==> src/rtl/core/angle_rate_estimator_assert.svh <==
// Assertion macros shared by the angle rate estimator RTL.
`ifndef ANGLE_RATE_ESTIMATOR_ASSERT_SVH
`define ANGLE_RATE_ESTIMATOR_ASSERT_SVH

// Same-cycle implication, clocked on clk and disabled while rst is high.
`define ARE_ASSERT_IMPL(name, ante, cons, msg) \
  name: assert property (@(posedge clk) disable iff (rst) (ante) |-> (cons)) \
    else $error(msg);

// Next-cycle implication, clocked on clk and disabled while rst is high.
`define ARE_ASSERT_NEXT(name, ante, cons, msg) \
  name: assert property (@(posedge clk) disable iff (rst) (ante) |=> (cons)) \
    else $error(msg);

`endif

==> src/rtl/core/are_pkg.sv <==
// Package with the constants, codes and shared types of the angle rate estimator.
package are_pkg;

  localparam int ANGLE_FRAC_BITS = 13;
  localparam int ALPHA_FRAC_BITS = 16;

  // Pi in Q32, rounded to the angle fraction width.
  localparam longint unsigned PI_Q32 = 64'd13493037705;
  localparam int PI_Q = int'((PI_Q32 + (64'd1 << (31 - ANGLE_FRAC_BITS)))
                             >> (32 - ANGLE_FRAC_BITS));
  localparam int TWO_PI_Q  = 2 * PI_Q;
  localparam int ALPHA_ONE = 1 << ALPHA_FRAC_BITS;
  localparam int ALPHA_HALF = 1 << (ALPHA_FRAC_BITS - 1);
  localparam int US_PER_S  = 1000000;

  localparam int PA_W      = 16;
  localparam int AA_W      = 24;
  localparam int TS_W      = 32;
  localparam int RATE_W    = 32;
  localparam int PER_W     = 20;
  localparam int ALPHA_W   = 17;
  localparam int PD_W      = 18;
  localparam int AD_W      = 25;
  localparam int MAG_W     = 24;
  localparam int MUL_A_W   = 33;
  localparam int MUL_B_W   = 20;
  localparam int PROD_W    = MUL_A_W + MUL_B_W;
  localparam int NUM_W     = 44;
  localparam int DEN_W     = 32;
  localparam int CFG_IDX_W = 2;
  localparam int CFG_DAT_W = 20;

  typedef enum logic [1:0] {
    ST_OK         = 2'd0,
    ST_SEEDED     = 2'd1,
    ST_TS_ERR     = 2'd2,
    ST_SAMPLE_ERR = 2'd3
  } status_t;

  typedef enum logic [CFG_IDX_W-1:0] {
    REG_SAMPLE_PERIOD = 2'd0,
    REG_FILTER_ALPHA  = 2'd1
  } cfg_reg_t;

  typedef struct packed {
    logic start;
  } div_ctrl_t;

  typedef struct packed {
    logic busy;
    logic done;
  } div_stat_t;

endpackage

==> src/rtl/core/are_if.sv <==
// Channel interfaces of the angle rate estimator: samples, results and configuration.
interface are_sample_if;
  logic                            valid;
  logic                            ready;
  logic signed [are_pkg::PA_W-1:0] pendulum_angle;
  logic signed [are_pkg::AA_W-1:0] arm_angle;
  logic        [are_pkg::TS_W-1:0] sample_time;

  modport source (output valid, pendulum_angle, arm_angle, sample_time, input ready);
  modport sink   (input valid, pendulum_angle, arm_angle, sample_time, output ready);
endinterface

interface are_result_if;
  logic                              valid;
  logic                              ready;
  logic        [1:0]                 status;
  logic signed [are_pkg::PA_W-1:0]   out_pendulum_angle;
  logic signed [are_pkg::RATE_W-1:0] out_pendulum_rate;
  logic signed [are_pkg::AA_W-1:0]   out_arm_angle;
  logic signed [are_pkg::RATE_W-1:0] out_arm_rate;
  logic        [are_pkg::TS_W-1:0]   out_timestamp;

  modport source (output valid, status, out_pendulum_angle, out_pendulum_rate,
                  out_arm_angle, out_arm_rate, out_timestamp, input ready);
  modport sink   (input valid, status, out_pendulum_angle, out_pendulum_rate,
                  out_arm_angle, out_arm_rate, out_timestamp, output ready);
endinterface

interface are_cfg_if;
  logic                           valid;
  logic                           ready;
  logic [are_pkg::CFG_IDX_W-1:0]  index;
  logic [are_pkg::CFG_DAT_W-1:0]  data;

  modport source (output valid, index, data, input ready);
  modport sink   (input valid, index, data, output ready);
endinterface

==> src/rtl/core/are_div.sv <==
// Restoring radix-2 divider that produces one quotient bit per cycle.
module are_div (
  input  logic                          clk,
  input  logic                          rst,
  input  are_pkg::div_ctrl_t            ctrl,
  input  logic [are_pkg::NUM_W-1:0]     numer,
  input  logic [are_pkg::DEN_W-1:0]     denom,
  output are_pkg::div_stat_t            stat,
  output logic [are_pkg::NUM_W-1:0]     quot
);

  localparam int NUM_W = are_pkg::NUM_W;
  localparam int DEN_W = are_pkg::DEN_W;
  localparam int CNT_W = $clog2(NUM_W + 1);

  logic             busy;
  logic             done;
  logic [CNT_W-1:0] cnt;
  logic [DEN_W-1:0] rem;
  logic [NUM_W-1:0] quo;
  logic [DEN_W-1:0] den;

  logic [DEN_W:0]   shifted;
  logic [DEN_W+1:0] trial;
  logic             fits;
  logic [DEN_W-1:0] rem_next;

  // The partial remainder stays below the divisor, so it fits DEN_W bits.
  always_comb begin
    shifted  = {rem, quo[NUM_W-1]};
    trial    = {1'b0, shifted} - {2'b00, den};
    fits     = ~trial[DEN_W+1];
    rem_next = fits ? trial[DEN_W-1:0] : shifted[DEN_W-1:0];
  end

  always_ff @(posedge clk) begin
    if (rst) begin
      busy <= 1'b0;
      done <= 1'b0;
      cnt  <= '0;
    end else begin
      done <= 1'b0;
      if (ctrl.start) begin
        busy <= 1'b1;
        cnt  <= '0;
        rem  <= '0;
        quo  <= numer;
        den  <= denom;
      end else if (busy) begin
        rem <= rem_next;
        quo <= {quo[NUM_W-2:0], fits};
        cnt <= cnt + 1'b1;
        if (cnt == CNT_W'(NUM_W - 1)) begin
          busy <= 1'b0;
          done <= 1'b1;
        end
      end
    end
  end

  assign stat = '{busy: busy, done: done};
  assign quot = quo;

endmodule

==> src/rtl/core/angle_rate_estimator.sv <==
// Top level of the angle rate estimator: sequencer, shared multiplier and state.
//
// The block takes one timestamped sample beat on samples and returns one result
// beat on results for every sample. Configuration writes on cfg are always
// accepted (ready is tied high); index 0 sets sample_period_us and index 1 sets
// filter_alpha. They are meant to be written while the block is idle.
// A sample is taken only when the sequencer is idle. A sample with a bad
// pendulum angle, a bad interval, or one that seeds the estimator goes from
// the check state straight to the finish state. A sample that yields rates
// passes the check state, then for each of the two angles one multiply by
// 10^6, one load of the divider, a run of the one-bit-per-cycle divider over
// the 44 quotient bits and an overflow check, then a multiply and an add per
// filter update.
// The result sits in an output register; the sequencer accepts and works on
// the next sample while that result waits, and it stalls only when a second
// result is ready before the first has been taken.
// Reset restores both configuration registers to their defaults, clears the
// seeded flag, the stored angles, timestamp and filtered rates, and drops any
// pending result.
`include "angle_rate_estimator_assert.svh"

module angle_rate_estimator (
  input  logic        clk,
  input  logic        rst,
  are_sample_if.sink  samples,
  are_result_if.source results,
  are_cfg_if.sink     cfg
);

  localparam int PA_W    = are_pkg::PA_W;
  localparam int AA_W    = are_pkg::AA_W;
  localparam int TS_W    = are_pkg::TS_W;
  localparam int RATE_W  = are_pkg::RATE_W;
  localparam int PER_W   = are_pkg::PER_W;
  localparam int ALPHA_W = are_pkg::ALPHA_W;
  localparam int PD_W    = are_pkg::PD_W;
  localparam int AD_W    = are_pkg::AD_W;
  localparam int MAG_W   = are_pkg::MAG_W;
  localparam int MUL_A_W = are_pkg::MUL_A_W;
  localparam int MUL_B_W = are_pkg::MUL_B_W;
  localparam int PROD_W  = are_pkg::PROD_W;
  localparam int NUM_W   = are_pkg::NUM_W;
  localparam int AFB     = are_pkg::ALPHA_FRAC_BITS;

  localparam logic signed [PD_W-1:0] PI_S     = PD_W'(are_pkg::PI_Q);
  localparam logic signed [PD_W-1:0] TWO_PI_S = PD_W'(are_pkg::TWO_PI_Q);

  // One-hot sequencer states.
  typedef enum logic [8:0] {
    S_IDLE   = 9'b000000001,
    S_CHECK  = 9'b000000010,
    S_RMUL   = 9'b000000100,
    S_RDIVS  = 9'b000001000,
    S_RDIV   = 9'b000010000,
    S_RCHK   = 9'b000100000,
    S_FMUL   = 9'b001000000,
    S_FADD   = 9'b010000000,
    S_FINISH = 9'b100000000
  } state_t;

  state_t state;

  // Configuration registers.
  logic [PER_W-1:0]   period;
  logic [ALPHA_W-1:0] alpha;

  // Estimator state.
  logic                     seeded;
  logic signed [PA_W-1:0]   last_pa;
  logic signed [AA_W-1:0]   last_aa;
  logic signed [RATE_W-1:0] rate_est [2];
  logic        [TS_W-1:0]   last_ts;

  // Working registers for the sample in flight. Index 0 is the pendulum,
  // index 1 the arm.
  logic signed [PA_W-1:0]   pa;
  logic signed [AA_W-1:0]   aa;
  logic        [TS_W-1:0]   ts;
  logic        [TS_W-1:0]   elapsed;
  logic        [MAG_W-1:0]  mag [2];
  logic                     neg [2];
  logic signed [RATE_W-1:0] raw [2];
  logic signed [RATE_W-1:0] rate_new [2];
  logic                     sel;
  logic                     diff_neg;
  logic        [PROD_W-1:0] prod;
  are_pkg::status_t         res_status;

  // Output register.
  logic                     out_valid;
  are_pkg::status_t         out_status;
  logic signed [PA_W-1:0]   out_pa;
  logic signed [RATE_W-1:0] out_pr;
  logic signed [AA_W-1:0]   out_aa;
  logic signed [RATE_W-1:0] out_ar;
  logic        [TS_W-1:0]   out_ts;

  // Divider connection.
  are_pkg::div_ctrl_t div_ctrl;
  are_pkg::div_stat_t div_stat;
  logic [NUM_W-1:0]   div_quot;
  logic [NUM_W-1:0]   div_numer;

  // Sample checks, evaluated in the check state on the registered sample.
  logic signed [PD_W-1:0] pa_ext;
  logic                   pa_bad;
  logic [TS_W-1:0]        elapsed_c;
  logic [TS_W:0]          twice;
  logic [PER_W+1:0]       per3;
  logic                   ts_bad;
  logic                   is_long;
  logic signed [PD_W-1:0] pd_raw;
  logic signed [PD_W-1:0] pd;
  logic signed [PD_W-1:0] pd_abs;
  logic signed [AD_W-1:0] ad;
  logic signed [AD_W-1:0] ad_abs;

  always_comb begin
    pa_ext    = PD_W'(pa);
    pa_bad    = (pa_ext > PI_S) || (pa_ext < -PI_S);
    elapsed_c = ts - last_ts;
    twice     = {elapsed_c, 1'b0};
    per3      = {2'b00, period} + {1'b0, period, 1'b0};
    ts_bad    = (elapsed_c == '0) || elapsed_c[TS_W-1] || (twice < (TS_W+1)'(period));
    is_long   = twice > (TS_W+1)'(per3);
    // The pendulum delta is wrapped into plus or minus pi.
    pd_raw = pa_ext - PD_W'(last_pa);
    if (pd_raw > PI_S) begin
      pd = pd_raw - TWO_PI_S;
    end else if (pd_raw < -PI_S) begin
      pd = pd_raw + TWO_PI_S;
    end else begin
      pd = pd_raw;
    end
    pd_abs = pd[PD_W-1] ? -pd : pd;
    ad     = AD_W'(aa) - AD_W'(last_aa);
    ad_abs = ad[AD_W-1] ? -ad : ad;
  end

  // Overflow check and sign restore of the raw rate from the divider.
  logic                     rate_ovf;
  logic signed [RATE_W-1:0] raw_c;

  always_comb begin
    if (neg[sel]) begin
      rate_ovf = div_quot > NUM_W'(64'h8000_0000);
      raw_c    = -div_quot[RATE_W-1:0];
    end else begin
      rate_ovf = div_quot > NUM_W'(64'h7FFF_FFFF);
      raw_c    = div_quot[RATE_W-1:0];
    end
  end

  // Filter difference and its magnitude.
  logic signed [RATE_W:0]  fdiff;
  logic        [RATE_W:0]  fdiff_mag;
  logic [ALPHA_W-1:0]      alpha_eff;

  always_comb begin
    fdiff     = (RATE_W+1)'(raw[sel]) - (RATE_W+1)'(rate_est[sel]);
    fdiff_mag = fdiff[RATE_W] ? -fdiff : fdiff;
    // A weight above one acts as one.
    alpha_eff = (alpha > ALPHA_W'(are_pkg::ALPHA_ONE)) ? ALPHA_W'(are_pkg::ALPHA_ONE) : alpha;
  end

  // The one multiplier, shared by the rate scaling and the filter updates.
  logic [MUL_A_W-1:0] mul_a;
  logic [MUL_B_W-1:0] mul_b;
  logic [PROD_W-1:0]  mul_p;

  always_comb begin
    if (state == S_FMUL) begin
      mul_a = fdiff_mag;
      mul_b = MUL_B_W'(alpha_eff);
    end else begin
      mul_a = MUL_A_W'(mag[sel]);
      mul_b = MUL_B_W'(are_pkg::US_PER_S);
    end
    mul_p = PROD_W'(mul_a) * PROD_W'(mul_b);
  end

  // Rounded filter step and the updated rate.
  logic [PROD_W-1:0]      fsum;
  logic [RATE_W:0]        fstep;
  logic signed [RATE_W+1:0] fnew;

  always_comb begin
    fsum  = prod + PROD_W'(are_pkg::ALPHA_HALF);
    fstep = fsum[AFB +: (RATE_W+1)];
    if (diff_neg) begin
      fnew = (RATE_W+2)'(rate_est[sel]) - (RATE_W+2)'(fstep);
    end else begin
      fnew = (RATE_W+2)'(rate_est[sel]) + (RATE_W+2)'(fstep);
    end
  end

  // Numerator includes half the divisor so the quotient rounds to nearest.
  assign div_numer      = prod[NUM_W-1:0] + NUM_W'(elapsed >> 1);
  assign div_ctrl.start = (state == S_RDIVS);

  are_div u_div (
    .clk   (clk),
    .rst   (rst),
    .ctrl  (div_ctrl),
    .numer (div_numer),
    .denom (elapsed),
    .stat  (div_stat),
    .quot  (div_quot)
  );

  logic finishing;
  assign finishing = (state == S_FINISH) && (!out_valid || results.ready);

  // Configuration port.
  assign cfg.ready = 1'b1;

  always_ff @(posedge clk) begin
    if (rst) begin
      period <= PER_W'(1000);
      alpha  <= ALPHA_W'(16384);
    end else if (cfg.valid) begin
      unique case (are_pkg::cfg_reg_t'(cfg.index))
        are_pkg::REG_SAMPLE_PERIOD: period <= cfg.data;
        are_pkg::REG_FILTER_ALPHA:  alpha  <= cfg.data[ALPHA_W-1:0];
        default: ;
      endcase
    end
  end

  // Sequencer and working registers.
  always_ff @(posedge clk) begin
    if (rst) begin
      state <= S_IDLE;
      sel   <= 1'b0;
    end else begin
      unique case (state)
        S_IDLE: begin
          if (samples.valid) begin
            pa    <= samples.pendulum_angle;
            aa    <= samples.arm_angle;
            ts    <= samples.sample_time;
            state <= S_CHECK;
          end
        end
        S_CHECK: begin
          elapsed <= elapsed_c;
          mag[0]  <= MAG_W'(pd_abs);
          neg[0]  <= pd[PD_W-1];
          mag[1]  <= MAG_W'(ad_abs);
          neg[1]  <= ad[AD_W-1];
          sel     <= 1'b0;
          if (pa_bad) begin
            res_status <= are_pkg::ST_SAMPLE_ERR;
            state      <= S_FINISH;
          end else if (!seeded) begin
            res_status <= are_pkg::ST_SEEDED;
            state      <= S_FINISH;
          end else if (ts_bad) begin
            res_status <= are_pkg::ST_TS_ERR;
            state      <= S_FINISH;
          end else if (is_long) begin
            res_status <= are_pkg::ST_SEEDED;
            state      <= S_FINISH;
          end else begin
            res_status <= are_pkg::ST_OK;
            state      <= S_RMUL;
          end
        end
        S_RMUL: begin
          prod  <= mul_p;
          state <= S_RDIVS;
        end
        S_RDIVS: begin
          state <= S_RDIV;
        end
        S_RDIV: begin
          if (div_stat.done) begin
            state <= S_RCHK;
          end
        end
        S_RCHK: begin
          raw[sel] <= raw_c;
          if (rate_ovf) begin
            res_status <= are_pkg::ST_SAMPLE_ERR;
            state      <= S_FINISH;
          end else if (!sel) begin
            sel   <= 1'b1;
            state <= S_RMUL;
          end else begin
            sel   <= 1'b0;
            state <= S_FMUL;
          end
        end
        S_FMUL: begin
          prod     <= mul_p;
          diff_neg <= fdiff[RATE_W];
          state    <= S_FADD;
        end
        S_FADD: begin
          // The filtered rate stays between the old rate and the raw rate.
          rate_new[sel] <= fnew[RATE_W-1:0];
          if (!sel) begin
            sel   <= 1'b1;
            state <= S_FMUL;
          end else begin
            sel   <= 1'b0;
            state <= S_FINISH;
          end
        end
        S_FINISH: begin
          if (finishing) begin
            state <= S_IDLE;
          end
        end
        default: state <= S_IDLE;
      endcase
    end
  end

  // Estimator state commits only when the result is loaded, so an error
  // result leaves everything as it was.
  always_ff @(posedge clk) begin
    if (rst) begin
      seeded      <= 1'b0;
      last_pa     <= '0;
      last_aa     <= '0;
      last_ts     <= '0;
      rate_est[0] <= '0;
      rate_est[1] <= '0;
    end else if (finishing) begin
      if (res_status == are_pkg::ST_SEEDED) begin
        seeded      <= 1'b1;
        last_pa     <= pa;
        last_aa     <= aa;
        last_ts     <= ts;
        rate_est[0] <= '0;
        rate_est[1] <= '0;
      end else if (res_status == are_pkg::ST_OK) begin
        last_pa     <= pa;
        last_aa     <= aa;
        last_ts     <= ts;
        rate_est[0] <= rate_new[0];
        rate_est[1] <= rate_new[1];
      end
    end
  end

  // Output register.
  always_ff @(posedge clk) begin
    if (rst) begin
      out_valid <= 1'b0;
    end else if (finishing) begin
      out_valid <= 1'b1;
    end else if (results.ready) begin
      out_valid <= 1'b0;
    end
  end

  always_ff @(posedge clk) begin
    if (finishing) begin
      out_status <= res_status;
      case (res_status)
        are_pkg::ST_OK: begin
          out_pa <= pa;
          out_pr <= rate_new[0];
          out_aa <= aa;
          out_ar <= rate_new[1];
          out_ts <= ts;
        end
        are_pkg::ST_SEEDED: begin
          out_pa <= pa;
          out_pr <= '0;
          out_aa <= aa;
          out_ar <= '0;
          out_ts <= ts;
        end
        default: begin
          out_pa <= '0;
          out_pr <= '0;
          out_aa <= '0;
          out_ar <= '0;
          out_ts <= '0;
        end
      endcase
    end
  end

  assign samples.ready              = (state == S_IDLE);
  assign results.valid              = out_valid;
  assign results.status             = out_status;
  assign results.out_pendulum_angle = out_pa;
  assign results.out_pendulum_rate  = out_pr;
  assign results.out_arm_angle      = out_aa;
  assign results.out_arm_rate       = out_ar;
  assign results.out_timestamp      = out_ts;

  `ARE_ASSERT_NEXT(a_accept_to_check, samples.valid && samples.ready, state == S_CHECK, "accepted sample did not enter the check state")
  `ARE_ASSERT_IMPL(a_div_start_free, div_ctrl.start, !div_stat.busy, "divider started while busy")
  `ARE_ASSERT_IMPL(a_error_zero, results.valid && (results.status == are_pkg::ST_TS_ERR || results.status == are_pkg::ST_SAMPLE_ERR), results.out_pendulum_angle == '0 && results.out_pendulum_rate == '0 && results.out_arm_angle == '0 && results.out_arm_rate == '0 && results.out_timestamp == '0, "error result carries nonzero fields")
  `ARE_ASSERT_IMPL(a_seed_state, results.valid && (results.status == are_pkg::ST_SEEDED || results.status == are_pkg::ST_OK), seeded, "good result without a seeded estimator")

endmodule

==> src/flat_wrapper.sv <==
// flat-port wrapper written by rule: the top's interface ports become plain ports
module angle_rate_estimator_flat 
  (clk, rst, samples_valid, samples_pendulum_angle, samples_arm_angle, samples_sample_time, samples_ready, results_valid, results_status, results_out_pendulum_angle, results_out_pendulum_rate, results_out_arm_angle, results_out_arm_rate, results_out_timestamp, results_ready, cfg_valid, cfg_index, cfg_data, cfg_ready);
  are_sample_if samples_i ();
  are_result_if results_i ();
  are_cfg_if cfg_i ();
  input  logic clk;
  input  logic rst;
  input wire logic [$bits(samples_i.valid)-1:0] samples_valid;
  input wire logic [$bits(samples_i.pendulum_angle)-1:0] samples_pendulum_angle;
  input wire logic [$bits(samples_i.arm_angle)-1:0] samples_arm_angle;
  input wire logic [$bits(samples_i.sample_time)-1:0] samples_sample_time;
  output wire logic [$bits(samples_i.ready)-1:0] samples_ready;
  output wire logic [$bits(results_i.valid)-1:0] results_valid;
  output wire logic [$bits(results_i.status)-1:0] results_status;
  output wire logic [$bits(results_i.out_pendulum_angle)-1:0] results_out_pendulum_angle;
  output wire logic [$bits(results_i.out_pendulum_rate)-1:0] results_out_pendulum_rate;
  output wire logic [$bits(results_i.out_arm_angle)-1:0] results_out_arm_angle;
  output wire logic [$bits(results_i.out_arm_rate)-1:0] results_out_arm_rate;
  output wire logic [$bits(results_i.out_timestamp)-1:0] results_out_timestamp;
  input wire logic [$bits(results_i.ready)-1:0] results_ready;
  input wire logic [$bits(cfg_i.valid)-1:0] cfg_valid;
  input wire logic [$bits(cfg_i.index)-1:0] cfg_index;
  input wire logic [$bits(cfg_i.data)-1:0] cfg_data;
  output wire logic [$bits(cfg_i.ready)-1:0] cfg_ready;
  assign samples_i.valid = samples_valid;
  assign samples_i.pendulum_angle = samples_pendulum_angle;
  assign samples_i.arm_angle = samples_arm_angle;
  assign samples_i.sample_time = samples_sample_time;
  assign samples_ready = samples_i.ready;
  assign results_valid = results_i.valid;
  assign results_status = results_i.status;
  assign results_out_pendulum_angle = results_i.out_pendulum_angle;
  assign results_out_pendulum_rate = results_i.out_pendulum_rate;
  assign results_out_arm_angle = results_i.out_arm_angle;
  assign results_out_arm_rate = results_i.out_arm_rate;
  assign results_out_timestamp = results_i.out_timestamp;
  assign results_i.ready = results_ready;
  assign cfg_i.valid = cfg_valid;
  assign cfg_i.index = cfg_index;
  assign cfg_i.data = cfg_data;
  assign cfg_ready = cfg_i.ready;
  angle_rate_estimator u_core (.clk(clk), .rst(rst), .samples(samples_i), .results(results_i), .cfg(cfg_i));
endmodule
==> config.mk <==
export PLATFORM = sky130hd
export DESIGN_NAME = angle_rate_estimator_flat
export DESIGN_NICKNAME = d
export VERILOG_FILES = /design/src/rtl/core/are_pkg.sv /design/src/rtl/core/are_if.sv /design/src/rtl/core/are_div.sv /design/src/rtl/core/angle_rate_estimator.sv /design/src/flat_wrapper.sv
export VERILOG_INCLUDE_DIRS = /design/src /design/src/rtl/core
export SDC_FILE = /design/constraint.sdc
export NUM_CORES = 2
export LEC_CHECK = 0
export ABC_AREA = 1
export BUFFER_PORTS_ARGS = -buffer_cell sky130_fd_sc_hd__buf_2
export CORE_MARGIN = 10
export CORE_UTILIZATION = 52
export CTS_BUF_LIST = sky130_fd_sc_hd__clkbuf_8
export DETAILED_ROUTE_END_ITERATION = 7
export PLACE_DENSITY = 0.69
export SLEW_MARGIN = 15
export SYNTH_ARGS = -nofsm -noshare
export SYNTH_HDL_FRONTEND = slang
export SYNTH_HIERARCHICAL = 1
export SYNTH_SLANG_ARGS = --single-unit
==> constraint.sdc <==
create_clock -name clk -period 14.4 [get_ports clk]
set_clock_uncertainty 0.1 [all_clocks]
set_input_delay 2.16 -clock clk [delete_from_list [all_inputs] [get_ports clk]]
set_output_delay 2.16 -clock clk [all_outputs]
set_load 0.05 [all_outputs]
==> flow_summary.json <==
{
  "met3_wirelength_mm": 18.1,
  "drive_gt1_share_pct": 8.01,
  "setup-violations-final": 0,
  "ioPinCount": 240,
  "grt_pass1_vias": 55700,
  "grt-ovfl-total": 0,
  "worst_setup_path_start_kind": "flip-flop",
  "crit_type": "flip-flop to flip-flop",
  "rr_worst_depth": 45,
  "cp.required_ns": 14.93,
  "finalCriticalPeriod_ns": 12.18,
  "rows": 131,
  "cts_setup_buffers": 0,
  "cp.arrival_ns": 12.71,
  "met1_length_mm": 89.0,
  "cts.clk_slew.worst_paths_ns": 0.09,
  "wl_met2_mm": 104,
  "clock_path_buffers": 3,
  "die_area_um2": 143000,
  "yosysWarnings": 6,
  "ant_nets": 0,
  "dp_hpwl_mm": 180,
  "path_common_cell": "nand2_1",
  "ir_worst_vdd_v": 0.000388,
  "hold_violations": 0,
  "crit_end": "u_core/prod[45]",
  "slew-limit-headroom_pct": 22.0,
  "num-nets-final": 9444,
  "clock_latency_ns": 0.88,
  "vias": 55900,
  "min_path_cells": 0,
  "crit_slowest_cell": "buf_4",
  "crit_cells": 45,
  "initial_core_util_pct": 52.4,
  "viasPerCell": 5.50,
  "synth_area_um2": 66900,
  "fin_tns_setup_ns": 0,
  "cp_max_fo": 83,
  "slowest_delay_ns": 0.75,
  "hp-class": "flip-flop to flip-flop",
  "io_buffers": 238,
  "drtIter0Drc": 5652,
  "worst_pin_slew_ns": 1.16,
  "crit_buf_inv": 11,
  "fin_ws_ns": 2.22,
  "design_area_um2": 72700,
  "slew_violations": 0,
  "pre_cts_slack_ns": 2.45,
  "syn_inst": 8150,
  "p_leak_nw": 34.6,
  "drv_cap": 0,
  "endpoint_kind": "flip-flop",
  "power_density_nw_per_um2": 217,
  "dieWidth_um": 379,
  "grt_pass1_wl_mm": 336,
  "dpl-instance-area_um2": 69900,
  "finish.utilization_pct": 56.9,
  "wl_mm": 224,
  "coreArea_um2": 128000,
  "syn2layout_area_growth_pct": 8.70,
  "grt_max_degree": 87,
  "wl_per_cell_um": 22.0,
  "drc": 0,
  "chipHeight_um": 379,
  "cts_buffers": 133,
  "cts_resized": 0,
  "cts.htree.levels": 4,
  "status": "completed",
  "ff2ff_setup_slack_ns": 2.22,
  "gp_congestion": 1.04,
  "cts_hold_buf": 0,
  "fin_crit_sh_pct": 84.6,
  "rsz0062_at_grt": "no",
  "antenna_found_initial": 6,
  "rr_endpoint": "u_core/prod[45]",
  "cts_sinks": 767,
  "cts_root_buf": "clkbuf_8",
  "cts_tree": "done",
  "top_layer": "met4",
  "first_pass_iters": 6,
  "synth.avg_cell_area_um2": 8.21,
  "path_delay_family": "adder cells",
  "track_usage_pct": 31.0,
  "fmax_mhz": 82.1
}
## sequential cells by signal, indices dropped and copies added, names as in the netlist, 42 cells and up, named ones only
| name | count |
|---|---|
| u_core/rate_new | 64 |
| u_core/rate_est | 64 |
| u_core/u_div/quot | 44 |
| u_core/mag | 42 |
| u_core/prod | 48 |
| u_core/raw | 64 |
## placed cells by master (no fill, tap or decap), types with 62 or more instances in the layout
master	n
nand2_1	1814
inv_1	1641
nor2_1	908
edfxtp_1	637
fa_1	545
ha_1	403
a21oi_1	330
nand3_1	265
buf_2	238
o21ai_0	231
xor2_1	211
clkbuf_8	148
dfxtp_1	129
nand4_1	119
nor3_1	111
xnor2_1	109
o32ai_1	67
buf_4	62
## stage by stage
step | hold slack (ns) | cells | total power [mW]
CTS | 0.318 | 10200 | 15.7
global route | 0.338 | 10200 | 16.9
floorplan | 0.300 | 8156 | 9.83
global placement | 0.308 | 9924 | 13.5
finish | 0.317 | 10200 | 15.8
detailed placement | 0.312 | 9924 | 13.5
## final cells by class
type | instances | area, µm²
repair buffers | 300 | 1660
well taps | 1662 | 2080
clock buffers | 148 | 2040
clock inverters | 94 | 756
flip-flops and latches | 767 | 21700
fillers | 11800 | 55000
multi-input cells | 5554 | 38300
inverters | 1641 | 6180
diodes | 3 | 7.51
## worst min-delay path by stage
stage / to / from
detailed placement: u_core/u_div/den[0] / u_core/elapsed[0]
CTS: u_core/u_div/den[0] / u_core/elapsed[0]
global placement: u_core/u_div/den[0] / u_core/elapsed[0]
global route: u_core/u_div/den[0] / u_core/elapsed[0]
floorplan: u_core/u_div/den[0] / u_core/elapsed[0]
finish: u_core/u_div/den[0] / u_core/elapsed[0]
## where the power goes
group / switching [mW] / internal [mW]
Combinational: 7.27 / 3.50
Sequential: 0.0478 / 2.85
Clock: 0.970 / 1.14
## metal layers
metal | vias up | GRT usage [%]
met3 | 533 | 5.43
met5 | - | 0
met1 | 26800 | 39.1
met2 | 2360 | 51.4
li1 | 26200 | -
met4 | 0 | 15.0
No activity file was read; power rests on OpenSTA's default activity.
